==> config.mk <==
export PLATFORM = sky130hd
export DESIGN_NAME = lru_key_value_cache_core
export DESIGN_NICKNAME = d
export VERILOG_FILES = /design/src/design/lkvc_pkg.sv /design/src/design/lkvc_ram.sv /design/src/design/lru_key_value_cache_core.sv
export SDC_FILE = /design/constraint.sdc
export NUM_CORES = 1
export LEC_CHECK = 0
export BUFFER_PORTS_ARGS = -buffer_cell sky130_fd_sc_hd__clkbuf_2
export CAP_MARGIN = 0
export CORE_MARGIN = 2
export CORE_UTILIZATION = 53
export CTS_CLUSTER_SIZE = 28
export DETAILED_ROUTE_END_ITERATION = 16
export PLACE_DENSITY = 0.69
export SYNTH_ARGS = -nofsm -noshare
export SYNTH_HDL_FRONTEND = slang
export SYNTH_SLANG_ARGS = --single-unit
==> constraint.sdc <==
create_clock -name i_clk -period 9.65 [get_ports i_clk]
set_input_delay 0.4825 -clock i_clk [delete_from_list [all_inputs] [get_ports i_clk]]
set_output_delay 0.4825 -clock i_clk [all_outputs]
set_load 0.05 [all_outputs]
==> src/design/lkvc_pkg.sv <==
// ----------------------------------------------------------------------------
// lkvc_pkg: shared types and constants of the LRU key-value cache
// Holds the controller state type, operation codes and register constants.
// ----------------------------------------------------------------------------
package lkvc_pkg;

    localparam int CAP_BITS = 5;
    localparam logic [CAP_BITS-1:0] CAP_RESET = 5'd16;

    localparam logic ACT_GET = 1'b0;
    localparam logic ACT_PUT = 1'b1;

    typedef enum logic [2:0] {
        S_IDLE,
        S_SEARCH,
        S_DECIDE,
        S_UPDATE,
        S_DONE
    } t_state;

endpackage

==> src/design/lkvc_ram.sv <==
// ----------------------------------------------------------------------------
// lkvc_ram: generic single-write, single-read synchronous RAM
// One write port and one read port; read data is registered.
// ----------------------------------------------------------------------------
module lkvc_ram #(
    parameter int WIDTH = 8,
    parameter int DEPTH = 16
) (
    input  logic                     i_clk,
    input  logic                     i_we,
    input  logic [$clog2(DEPTH)-1:0] i_waddr,
    input  logic [WIDTH-1:0]         i_wdata,
    input  logic [$clog2(DEPTH)-1:0] i_raddr,
    output logic [WIDTH-1:0]         o_rdata
);

    logic [WIDTH-1:0] r_mem [DEPTH];
    logic [WIDTH-1:0] r_rdata;

    always_ff @(posedge i_clk) begin
        if (i_we) begin
            r_mem[i_waddr] <= i_wdata;
        end
        r_rdata <= r_mem[i_raddr];
    end

    assign o_rdata = r_rdata;

endmodule

==> src/design/lru_key_value_cache_core.sv <==
// ----------------------------------------------------------------------------
// lru_key_value_cache_core: key-value cache with least-recently-used eviction
// Keys, values and recency ranks sit in three RAMs that are swept slot by slot.
// ----------------------------------------------------------------------------
// Each accepted item passes through S_SEARCH, S_DECIDE, S_UPDATE and S_DONE
// in order; a get miss skips S_UPDATE. A new item is accepted only in S_IDLE,
// so items do not overlap. The search and rank update sweeps visit one slot
// a cycle.
// Reset (synchronous, active low) clears all valid bits, the occupancy count
// and the controller; capacity returns to 16. No RAM clearing pass is needed.
// ----------------------------------------------------------------------------
module lru_key_value_cache_core #(
    parameter int ENTRIES    = 16,
    parameter int KEY_BITS   = 16,
    parameter int VALUE_BITS = 32
) (
    input  logic                          i_clk,
    input  logic                          i_rst_n,
    input  logic                          i_cfg_wr_en,
    input  logic [lkvc_pkg::CAP_BITS-1:0] i_cfg_wr_data,
    input  logic                          i_in_valid,
    output logic                          o_in_ready,
    input  logic                          i_action,
    input  logic [KEY_BITS-1:0]           i_key,
    input  logic [VALUE_BITS-1:0]         i_value,
    output logic                          o_out_valid,
    input  logic                          i_out_ready,
    output logic                          o_hit,
    output logic [VALUE_BITS-1:0]         o_read_value,
    output logic                          o_evicted,
    output logic [KEY_BITS-1:0]           o_evicted_key
);

    import lkvc_pkg::*;

    localparam int IDXW = $clog2(ENTRIES);
    localparam int CW   = $clog2(ENTRIES + 1);
    localparam int EW   = (CW > CAP_BITS) ? CW : CAP_BITS;
    localparam logic [CW-1:0] CNT_END = CW'(ENTRIES);
    localparam logic [EW-1:0] CAP_MAX = EW'(ENTRIES);

    t_state r_state, n_state;
    logic [CW-1:0]   r_cnt, n_cnt;
    logic            r_pend, n_pend;
    logic [IDXW-1:0] r_pidx, n_pidx;

    logic                  r_act, n_act;
    logic [KEY_BITS-1:0]   r_key, n_key;
    logic [VALUE_BITS-1:0] r_value, n_value;

    logic [CAP_BITS-1:0] r_cap, n_cap;
    logic [ENTRIES-1:0]  r_valid, n_valid;
    logic [CW-1:0]       r_occ, n_occ;

    // Search results.
    logic                  r_found, n_found;
    logic [IDXW-1:0]       r_fslot, n_fslot;
    logic [IDXW-1:0]       r_frank, n_frank;
    logic [VALUE_BITS-1:0] r_fvalue, n_fvalue;
    logic                  r_old_any, n_old_any;
    logic [IDXW-1:0]       r_oslot, n_oslot;
    logic [IDXW-1:0]       r_orank, n_orank;
    logic [KEY_BITS-1:0]   r_okey, n_okey;
    logic                  r_free_any, n_free_any;
    logic [IDXW-1:0]       r_free_slot, n_free_slot;

    // Rank update control.
    logic [IDXW-1:0] r_slot, n_slot;
    logic [IDXW-1:0] r_lim, n_lim;
    logic            r_ins, n_ins;

    // Pending result and output register.
    logic                  r_res_hit, n_res_hit;
    logic [VALUE_BITS-1:0] r_res_rv, n_res_rv;
    logic                  r_res_ev, n_res_ev;
    logic [KEY_BITS-1:0]   r_res_ek, n_res_ek;
    logic                  r_out_valid, n_out_valid;
    logic                  r_o_hit, n_o_hit;
    logic [VALUE_BITS-1:0] r_o_rv, n_o_rv;
    logic                  r_o_ev, n_o_ev;
    logic [KEY_BITS-1:0]   r_o_ek, n_o_ek;

    // RAM ports.
    logic [IDXW-1:0]       rd_addr;
    logic [KEY_BITS-1:0]   key_rdata;
    logic [VALUE_BITS-1:0] val_rdata;
    logic [IDXW-1:0]       rank_rdata;
    logic                  key_we, val_we, rank_we;
    logic [IDXW-1:0]       kv_waddr;
    logic [IDXW-1:0]       rank_wdata;

    assign rd_addr = r_cnt[IDXW-1:0];

    lkvc_ram #(.WIDTH(KEY_BITS), .DEPTH(ENTRIES)) u_key_ram (
        .i_clk   (i_clk),
        .i_we    (key_we),
        .i_waddr (kv_waddr),
        .i_wdata (r_key),
        .i_raddr (rd_addr),
        .o_rdata (key_rdata)
    );

    lkvc_ram #(.WIDTH(VALUE_BITS), .DEPTH(ENTRIES)) u_value_ram (
        .i_clk   (i_clk),
        .i_we    (val_we),
        .i_waddr (kv_waddr),
        .i_wdata (r_value),
        .i_raddr (rd_addr),
        .o_rdata (val_rdata)
    );

    lkvc_ram #(.WIDTH(IDXW), .DEPTH(ENTRIES)) u_rank_ram (
        .i_clk   (i_clk),
        .i_we    (rank_we),
        .i_waddr (r_pidx),
        .i_wdata (rank_wdata),
        .i_raddr (rd_addr),
        .o_rdata (rank_rdata)
    );

    always_ff @(posedge i_clk) begin
        if (!i_rst_n) begin
            r_state     <= S_IDLE;
            r_cnt       <= '0;
            r_pend      <= 1'b0;
            r_cap       <= CAP_RESET;
            r_valid     <= '0;
            r_occ       <= '0;
            r_out_valid <= 1'b0;
        end else begin
            r_state     <= n_state;
            r_cnt       <= n_cnt;
            r_pend      <= n_pend;
            r_cap       <= n_cap;
            r_valid     <= n_valid;
            r_occ       <= n_occ;
            r_out_valid <= n_out_valid;
        end
    end

    always_ff @(posedge i_clk) begin
        r_pidx      <= n_pidx;
        r_act       <= n_act;
        r_key       <= n_key;
        r_value     <= n_value;
        r_found     <= n_found;
        r_fslot     <= n_fslot;
        r_frank     <= n_frank;
        r_fvalue    <= n_fvalue;
        r_old_any   <= n_old_any;
        r_oslot     <= n_oslot;
        r_orank     <= n_orank;
        r_okey      <= n_okey;
        r_free_any  <= n_free_any;
        r_free_slot <= n_free_slot;
        r_slot      <= n_slot;
        r_lim       <= n_lim;
        r_ins       <= n_ins;
        r_res_hit   <= n_res_hit;
        r_res_rv    <= n_res_rv;
        r_res_ev    <= n_res_ev;
        r_res_ek    <= n_res_ek;
        r_o_hit     <= n_o_hit;
        r_o_rv      <= n_o_rv;
        r_o_ev      <= n_o_ev;
        r_o_ek      <= n_o_ek;
    end

    always_comb begin
        logic          pv;
        logic [EW-1:0] cap_eff;
        logic          use_old;

        n_state     = r_state;
        n_cnt       = r_cnt;
        n_pend      = 1'b0;
        n_pidx      = r_pidx;
        n_act       = r_act;
        n_key       = r_key;
        n_value     = r_value;
        n_cap       = r_cap;
        n_valid     = r_valid;
        n_occ       = r_occ;
        n_found     = r_found;
        n_fslot     = r_fslot;
        n_frank     = r_frank;
        n_fvalue    = r_fvalue;
        n_old_any   = r_old_any;
        n_oslot     = r_oslot;
        n_orank     = r_orank;
        n_okey      = r_okey;
        n_free_any  = r_free_any;
        n_free_slot = r_free_slot;
        n_slot      = r_slot;
        n_lim       = r_lim;
        n_ins       = r_ins;
        n_res_hit   = r_res_hit;
        n_res_rv    = r_res_rv;
        n_res_ev    = r_res_ev;
        n_res_ek    = r_res_ek;
        n_out_valid = r_out_valid && !i_out_ready;
        n_o_hit     = r_o_hit;
        n_o_rv      = r_o_rv;
        n_o_ev      = r_o_ev;
        n_o_ek      = r_o_ek;
        key_we      = 1'b0;
        val_we      = 1'b0;
        rank_we     = 1'b0;
        kv_waddr    = r_fslot;
        rank_wdata  = rank_rdata;
        o_in_ready  = 1'b0;

        pv = r_valid[r_pidx];

        cap_eff = EW'(r_cap);
        if (cap_eff == '0) begin
            cap_eff = EW'(1);
        end else if (cap_eff > CAP_MAX) begin
            cap_eff = CAP_MAX;
        end
        use_old = (EW'(r_occ) >= cap_eff) || !r_free_any;

        if (i_cfg_wr_en) begin
            n_cap = i_cfg_wr_data;
        end

        case (r_state)
            S_IDLE: begin
                o_in_ready = 1'b1;
                if (i_in_valid) begin
                    n_act      = i_action;
                    n_key      = i_key;
                    n_value    = i_value;
                    n_cnt      = '0;
                    n_found    = 1'b0;
                    n_old_any  = 1'b0;
                    n_free_any = 1'b0;
                    n_state    = S_SEARCH;
                end
            end

            S_SEARCH: begin
                if (r_cnt != CNT_END) begin
                    n_cnt  = r_cnt + CW'(1);
                    n_pend = 1'b1;
                    n_pidx = rd_addr;
                end else begin
                    n_state = S_DECIDE;
                end
                // Evaluate the slot read in the previous cycle.
                if (r_pend) begin
                    if (pv && key_rdata == r_key && !r_found) begin
                        n_found  = 1'b1;
                        n_fslot  = r_pidx;
                        n_frank  = rank_rdata;
                        n_fvalue = val_rdata;
                    end
                    if (pv && (!r_old_any || rank_rdata > r_orank)) begin
                        n_old_any = 1'b1;
                        n_oslot   = r_pidx;
                        n_orank   = rank_rdata;
                        n_okey    = key_rdata;
                    end
                    if (!pv && !r_free_any) begin
                        n_free_any  = 1'b1;
                        n_free_slot = r_pidx;
                    end
                end
            end

            S_DECIDE: begin
                n_res_hit = 1'b0;
                n_res_rv  = '0;
                n_res_ev  = 1'b0;
                n_res_ek  = '0;
                n_cnt     = '0;
                n_ins     = 1'b0;
                n_slot    = r_fslot;
                n_lim     = r_frank;
                n_state   = S_UPDATE;
                if (r_act == ACT_GET) begin
                    if (r_found) begin
                        n_res_hit = 1'b1;
                        n_res_rv  = r_fvalue;
                    end else begin
                        n_state = S_DONE;
                    end
                end else if (r_found) begin
                    n_res_hit = 1'b1;
                    val_we    = 1'b1;
                    kv_waddr  = r_fslot;
                end else if (use_old) begin
                    // Full: the oldest slot is evicted and reused.
                    n_res_ev = 1'b1;
                    n_res_ek = r_okey;
                    n_slot   = r_oslot;
                    n_lim    = r_orank;
                    key_we   = 1'b1;
                    val_we   = 1'b1;
                    kv_waddr = r_oslot;
                end else begin
                    // Insert into a free slot: every valid entry ages by one.
                    n_slot   = r_free_slot;
                    n_ins    = 1'b1;
                    n_valid[r_free_slot] = 1'b1;
                    n_occ    = r_occ + CW'(1);
                    key_we   = 1'b1;
                    val_we   = 1'b1;
                    kv_waddr = r_free_slot;
                end
            end

            S_UPDATE: begin
                if (r_cnt != CNT_END) begin
                    n_cnt  = r_cnt + CW'(1);
                    n_pend = 1'b1;
                    n_pidx = rd_addr;
                end else begin
                    n_state = S_DONE;
                end
                // Write back the rank read in the previous cycle.
                if (r_pend) begin
                    rank_we = 1'b1;
                    if (r_pidx == r_slot) begin
                        rank_wdata = '0;
                    end else if (pv && (r_ins || rank_rdata < r_lim)) begin
                        rank_wdata = rank_rdata + IDXW'(1);
                    end else begin
                        rank_wdata = rank_rdata;
                    end
                end
            end

            S_DONE: begin
                if (!r_out_valid || i_out_ready) begin
                    n_out_valid = 1'b1;
                    n_o_hit     = r_res_hit;
                    n_o_rv      = r_res_rv;
                    n_o_ev      = r_res_ev;
                    n_o_ek      = r_res_ek;
                    n_state     = S_IDLE;
                end
            end

            default: begin
                n_state = S_IDLE;
            end
        endcase
    end

    assign o_out_valid   = r_out_valid;
    assign o_hit         = r_o_hit;
    assign o_read_value  = r_o_rv;
    assign o_evicted     = r_o_ev;
    assign o_evicted_key = r_o_ek;

endmodule
==> impl_metrics.py, run 1 <==
metrics = {
    "sta": {
        "fin_crit_sh_pct": 45.6,
        "worst_hold_slack_ns": 0.0291,
        "period_minus_slack_ns": 4.40,
        "setup_tns_ns": 0,
        "finalWorstSetupSlack_ns": 5.25,
        "slew-limit-headroom_pct": 12.8,
        "rsz0062_at_grt": "false",
        "clock.fmax_mhz": 227,
        "maxSlewViolCount": 0,
        "setup_viol": 0,
        "tightestPinTransition_ns": 1.30,
        "final_hold_viol_count": 0,
        "finalClockSkew_ns": 0.0542,
    },
    "route": {
        "ant_nets": 0,
        "wirelength_um": 84100,
        "vias": 19300,
        "dr.first_iter.drc_count": 1906,
        "wire_per_inst_um": 25.7,
        "drc": 0,
        "drtPass1Iterations": 6,
        "avgViaCountPerCell": 5.89,
    },
    "placed_design": {
        "dp_hpwl_um": 48100,
        "pre_cts_slack_ns": 5.32,
        "dp.cells": 3012,
        "place_area_um2": 44500,
        "place_congestion": 0.804,
        "port_buffers": 110,
    },
    "cells_and_area": {
        "layout-drive-gt1-share_pct": 28.4,
        "final_cell_mix": "edfxtp_1, mux4_2, clkbuf_16",
        "utilization_pct": 61.6,
        "layout.cells.non_filler": 3268,
        "fillers": 5329,
        "layout.nets": 2195,
        "regArea_um2": 33800,
        "final_common_cell": "edfxtp_1",
        "multi_input_area_um2": 8520,
        "synthToLayoutAreaGrowth_pct": 14.8,
        "final_area_um2": 48800,
    },
    "global_route": {
        "antenna_found_initial": 0,
        "grt_pass1_wl_um": 126000,
        "grtUsageTotal_pct": 20.8,
        "grt_max_degree": 103,
        "overflow": 0,
        "grt_pass1_vias": 19800,
    },
    "hold_path": {
        "worstHoldStart": "i_key[6]",
        "hp-class": "input pin to flop",
        "hold_path_end": "r_key[6]",
        "holdPathStages": 1,
    },
    "worst_setup_path": {
        "crit_arrival_ns": 4.69,
        "ff2ff_path_depth": 10,
        "crit_type": "flop to flop",
        "end_kind": "flop",
        "critPathRequiredTime_ns": 9.93,
        "r2r_end": "u_value_ram.r_mem[12][16]",
        "crit-reg2reg-launch": "r_cap[1]",
        "reg2reg_slack_ns": 5.25,
        "path_max_fanout": 32,
        "setup.worst_path.start_class": "flop",
    },
    "clock_network": {
        "cts_setup_buffers": 0,
        "cts.sinks": 1153,
        "cts.clk_slew.worst_paths_ns": 0.06,
        "cts_tree": "yes",
        "insertion_delay_ns": 0.69,
        "cts_root_buffer": "clkbuf_16",
        "numCtsBuffers": 112,
        "htreeDepth": 3,
        "clockBufferDepth": 3,
    },
    "run": {
        "drv_cap": 0,
    },
    "pwr": {
        "peakVddDrop_mv": 0.184,
        "p_total_mw": 10.4,
        "p_leak_nw": 15.2,
        "powerDensity_nw_per_um2": 212,
    },
    "yosys": {
        "synth.net_count": 1973,
        "syn_area_um2": 42500,
        "synth_ff_type": "edfxtp_1",
        "ys_types": 60,
        "ys_seq_area_share_pct": 79.3,
        "ys_ff_latch": 1153,
        "yosysWarnings": 0,
        "async_reset_ff_share_pct": 0,
        "synth-edff-count": 1065,
        "yosys-top-cells-area": "edfxtp_1, mux4_2, dfxtp_1, and2_1, nor2_1",
        "syn_avg_cell_area_um2": 22.4,
        "postSynthCellCount": 1898,
        "synth_top_cell_by_area": "edfxtp_1",
        "synth_top_area_share_pct": 75.2,
    },
    "die": {
        "num_rows": 103,
        "coreArea_um2": 79300,
        "io_pins": 111,
        "die_y_um": 287,
        "die_w_um": 287,
        "start_util_pct": 53.7,
        "die_area_um2": 82500,
    },
    "run_status": {
        "status": "complete, no violations",
    },
}
==> synth_stat cells (12+ instances only) <==
master,count
buf_2,30
and2_1,41
nor2b_1,33
xor2_1,19
nor2_1,64
a31oi_1,14
nand2_1,35
nor3_1,12
o21ai_0,15
and3_1,19
clkbuf_1,45
mux4_2,264
a21oi_1,12
inv_1,14
ha_1,16
edfxtp_1,1065
dfxtp_1,88
nand3_1,14
==> flip-flops by register name, indices dropped and copies added (netlist names), 32 cells and up <==
name,cells
o_read_value,32
r_fvalue,32
r_res_rv,32
r_value,32
u_key_ram.r_mem,256
u_rank_ram.r_mem,64
u_value_ram.o_rdata,32
u_value_ram.r_mem,512
==> cells by family after synthesis <==
family / after synthesis / share of synthesized area (%)
multiplexers: 279 / 14.4
adder cells (fa/ha/maj): 16 / 0.471
buffers and inverters: 96 / 0.997
AO/OA/AOI/OAI: 73 / 1.15
flip-flops: 1153 / 79.3
XOR/XNOR: 24 / 0.494
AND/OR/NAND/NOR: 257 / 3.21
==> timing repair <==
action | CTS | global route
endpoints found under the setup margin | 0 | 0
resized for setup | 0 | 0
hold endpoints to repair | 44 | 0
hold buffers | 44 | 0
==> metal layers <==
| metal | routed length (µm) | global-route usage, % | vias up |
|---|---|---|---|
| li1 | - | - | 8287 |
| met1 | 36700 | 31.1 | 10100 |
| met2 | 39700 | 31.7 | 754 |
| met3 | 6420 | 4.63 | 100 |
| met4 | 1310 | 4.82 | 0 |
| met5 | 0 | 0 | - |
==> worst max path at each step <==
stage,end,slack [ns],startpoint,cells past startpoint
2_1_floorplan,u_value_ram.r_mem[11][0],2.90,r_state[0],6
3_5_place_dp,u_value_ram.r_mem[5][16],5.32,r_cap[1],10
4_1_cts,u_value_ram.r_mem[4][7],5.30,r_cap[1],10
6_report,u_value_ram.r_mem[12][16],5.25,r_cap[1],10
5_1_grt,u_value_ram.r_mem[4][15],4.97,r_cap[1],10
3_3_place_gp,u_value_ram.r_mem[5][20],5.41,r_cap[1],10
==> final cells by class <==
type | count | share of cell area (%)
inverters | 14 | 0.108
well taps | 1050 | 2.69
repair buffers | 190 | 2.61
flip-flops and latches | 1153 | 69.1
clock inverters | 60 | 1.55
diodes | 1 | 0.00513
multi-input cells | 649 | 17.5
clock buffers | 151 | 6.44
==> worst max-delay path, stage by stage (launching register included) <==
cell      delay [ns]
dfxtp_1         0.32
nor3_1          0.18
nor2_1          0.06
nor2_1          0.11
ha_1            0.24
nor2b_1         0.19
o21ai_2         0.12
a21oi_1         0.78
o211ai_1        0.33
or3_1           0.62
nor2_4          1.03
==> report_power, final <==
group,internal (mW),leakage [nW],switching [mW],total [mW]
logic,0.153,3.18,0.141,0.293
clock network,2.67,1.89,1.84,4.51
registers,5.49,10.1,0.0794,5.57
(Power assumes the default switching activity.)
==> run 2: changes to the inputs <==
Settings changed: PLACE_DENSITY 0.69 to 0.72.
Clock period 9.65 ns to 3.8 ns, I/O delays scaled along.
==> impl_metrics.py, run 2 (synthesis gave the netlist of run 1 again) <==
metrics = {
    "cells_and_area": {
        "synthToLayoutAreaGrowth_pct": 16.3,
        "regArea_um2": 33800,
        "final_cell_mix": "edfxtp_1, mux4_2, clkbuf_16",
        "layout.nets": 2249,
        "layout-drive-gt1-share_pct": 29.2,
        "top_register": "u_value_ram.r_mem",
        "utilization_pct": 62.4,
        "largestRegisters": "u_value_ram.r_mem (512), u_key_ram.r_mem (256), u_rank_ram.r_mem (64)",
        "layout.cells.non_filler": 3320,
        "largest_reg_flops": 512,
        "fillers": 5203,
        "final_common_cell": "edfxtp_1",
        "multi_input_area_um2": 8550,
    },
    "sta": {
        "setup_viol": 0,
        "slew-limit-headroom_pct": 34.6,
        "period_minus_slack_ns": 3.27,
        "clock.fmax_mhz": 306,
        "rsz0062_at_grt": "false",
        "setup_tns_ns": 0,
        "tightestPinTransition_ns": 0.981,
        "finalClockSkew_ns": 0.0273,
        "worst_hold_slack_ns": 0.0734,
        "fin_crit_sh_pct": 86.0,
        "final_hold_viol_count": 0,
        "maxSlewViolCount": 0,
    },
    "run_status": {
        "status": "complete, no violations",
    },
    "global_route": {
        "grtUsageTotal_pct": 22.0,
        "grt_pass1_wl_um": 133000,
        "grt_pass1_vias": 20500,
        "grt_max_degree": 99,
        "antenna_found_initial": 3,
        "overflow": 0,
    },
    "worst_setup_path": {
        "cp_num_buf_inv": 1,
        "crit_slowest_cell": "or3_1",
        "end_kind": "flop",
        "r2r_end": "u_key_ram.r_mem[0][4]",
        "cp_cell_sequence": "nor3_1, nor2_1, nor2_1, ha_1, nor2b_1, o21ai_2, a21oi_1, o211ai_1, or3_1, nor3_2, buf_4",
        "crit_arrival_ns": 3.61,
        "setup.worst_path.start_class": "flop",
        "path_common_cell": "nor2_1",
        "critPathRequiredTime_ns": 4.14,
        "ff2ff_path_depth": 11,
        "critPathMaxStageDelay_ns": 0.57,
        "path_depth": 11,
        "crit_type": "flop to flop",
        "crit_end": "u_key_ram.r_mem[0][4]",
        "crit-reg2reg-launch": "r_cap[2]",
        "crit_family": "simple AND/OR/NAND/NOR gates",
        "path_max_fanout": 16,
        "startpoint": "r_cap[2]",
        "reg2reg_slack_ns": 0.53,
    },
    "clock_network": {
        "clockBufferDepth": 3,
        "insertion_delay_ns": 0.67,
        "cts.sinks": 1153,
        "cts.clk_slew.worst_paths_ns": 0.06,
        "cts_tree": "yes",
        "cts_root_buffer": "clkbuf_16",
        "htreeDepth": 3,
        "cts_setup_buffers": 0,
        "numCtsBuffers": 109,
    },
    "placed_design": {
        "dp.cells": 3053,
        "dp_hpwl_um": 52600,
        "place_congestion": 0.815,
        "port_buffers": 110,
    },
    "pwr": {
        "switchingPower_mw": 5.23,
        "clkPwrFrac_pct": 42.7,
        "p_leak_nw": 15.5,
        "internal_power_mw": 20.8,
        "sw_frac_of_total_pct": 20.1,
        "p_comb_share_pct": 3.2,
        "powerDensity_nw_per_um2": 527,
        "pwr-share-seq_pct": 54.1,
        "peakVddDrop_mv": 0.340,
    },
    "route": {
        "wire_per_inst_um": 26.9,
        "ant_nets": 0,
        "avgViaCountPerCell": 6.03,
        "dr.first_iter.drc_count": 2166,
        "drc": 0,
        "drtPass1Iterations": 5,
        "wirelength_um": 89300,
        "vias": 20000,
    },
    "die": {
        "die_area_um2": 82500,
        "die_y_um": 287,
        "coreArea_um2": 79300,
        "io_pins": 111,
        "die_w_um": 287,
        "start_util_pct": 53.7,
        "num_rows": 103,
    },
    "run": {
        "drv_cap": 0,
    },
    "hold_path": {
        "hp-class": "input pin to flop",
    },
}
run 2: cell count changes in the layout (fill, tap and decap cells not counted), moves of 7 or more:
cell	delta
buf_12	+22
buf_4	+19
dlygate4sd3_1	+16
clkinv_2	-7
run 2: metrics by stage:
stage                     area, µm²  power, mW  worst slack (ns)
after CTS                     49500       26.3             0.570
after global placement        45100       15.1             0.644
after detailed placement      45100       15.2             0.578
after global routing          49500       26.8             0.347
after floorplan               42600       14.8            -0.715
final                         49500       26.1             0.532
run 2: per-layer routing:
metal	GRT usage [%]	share of wire, %	wire length [µm]	vias to the layer above
met5	0	0.015	13	-
met2	34.3	48	42700	889
li1	-	-	-	8406
met1	32.9	42	37900	10600
met3	3.72	7.9	7100	125
met4	5.47	1.8	1570	2
run 2: what timing repair did:
item                                   4_1_cts  5_1_grt
setup endpoints to repair                    0        0
endpoints found under the hold margin       56        0
resized for setup                            0        0
hold buffers                                60        0
run 2: layout make-up:
type,instances,area share (%)
Inverter,14,0.106
Sequential cell,1153,68.3
Antenna cell,1,0.00506
Multi-Input combinational cell,649,17.3
Clock inverter,53,1.32
Tap cell,1050,2.66
Clock buffer,153,6.28
Timing Repair Buffer,247,4.08
run 2: power by group through the flow:
stage               clock (mW)  sequential (mW)  combinational, mW
CTS                       11.3             14.1              0.835
finish                    11.1             14.1              0.826
detailed placement           0             14.4              0.778
global route              11.8             14.1              0.886
global placement             0             14.4              0.766
floorplan                    0             14.3              0.555
run 2: how the worst min path moves through the flow:
stage	slack [ns]	startpoint	end	cells after the start
final	0.07	i_cfg_wr_en	r_cap[1]	3
after detailed placement	0.37	i_value[21]	r_value[21]	1
after floorplan	0.29	i_action	r_act	0
after global placement	0.37	i_key[8]	r_key[8]	1
after CTS	0.03	i_cfg_wr_en	r_cap[1]	3
after global routing	0.06	i_cfg_wr_en	r_cap[1]	3
run 2: worst register-to-register path: stages, from the launching register on:
cell,delay [ns]
dfxtp_1,0.34
nor3_1,0.19
nor2_1,0.06
nor2_1,0.14
ha_1,0.26
nor2b_1,0.21
o21ai_2,0.12
a21oi_1,0.29
o211ai_1,0.21
or3_1,0.57
nor3_2,0.26
buf_4,0.30
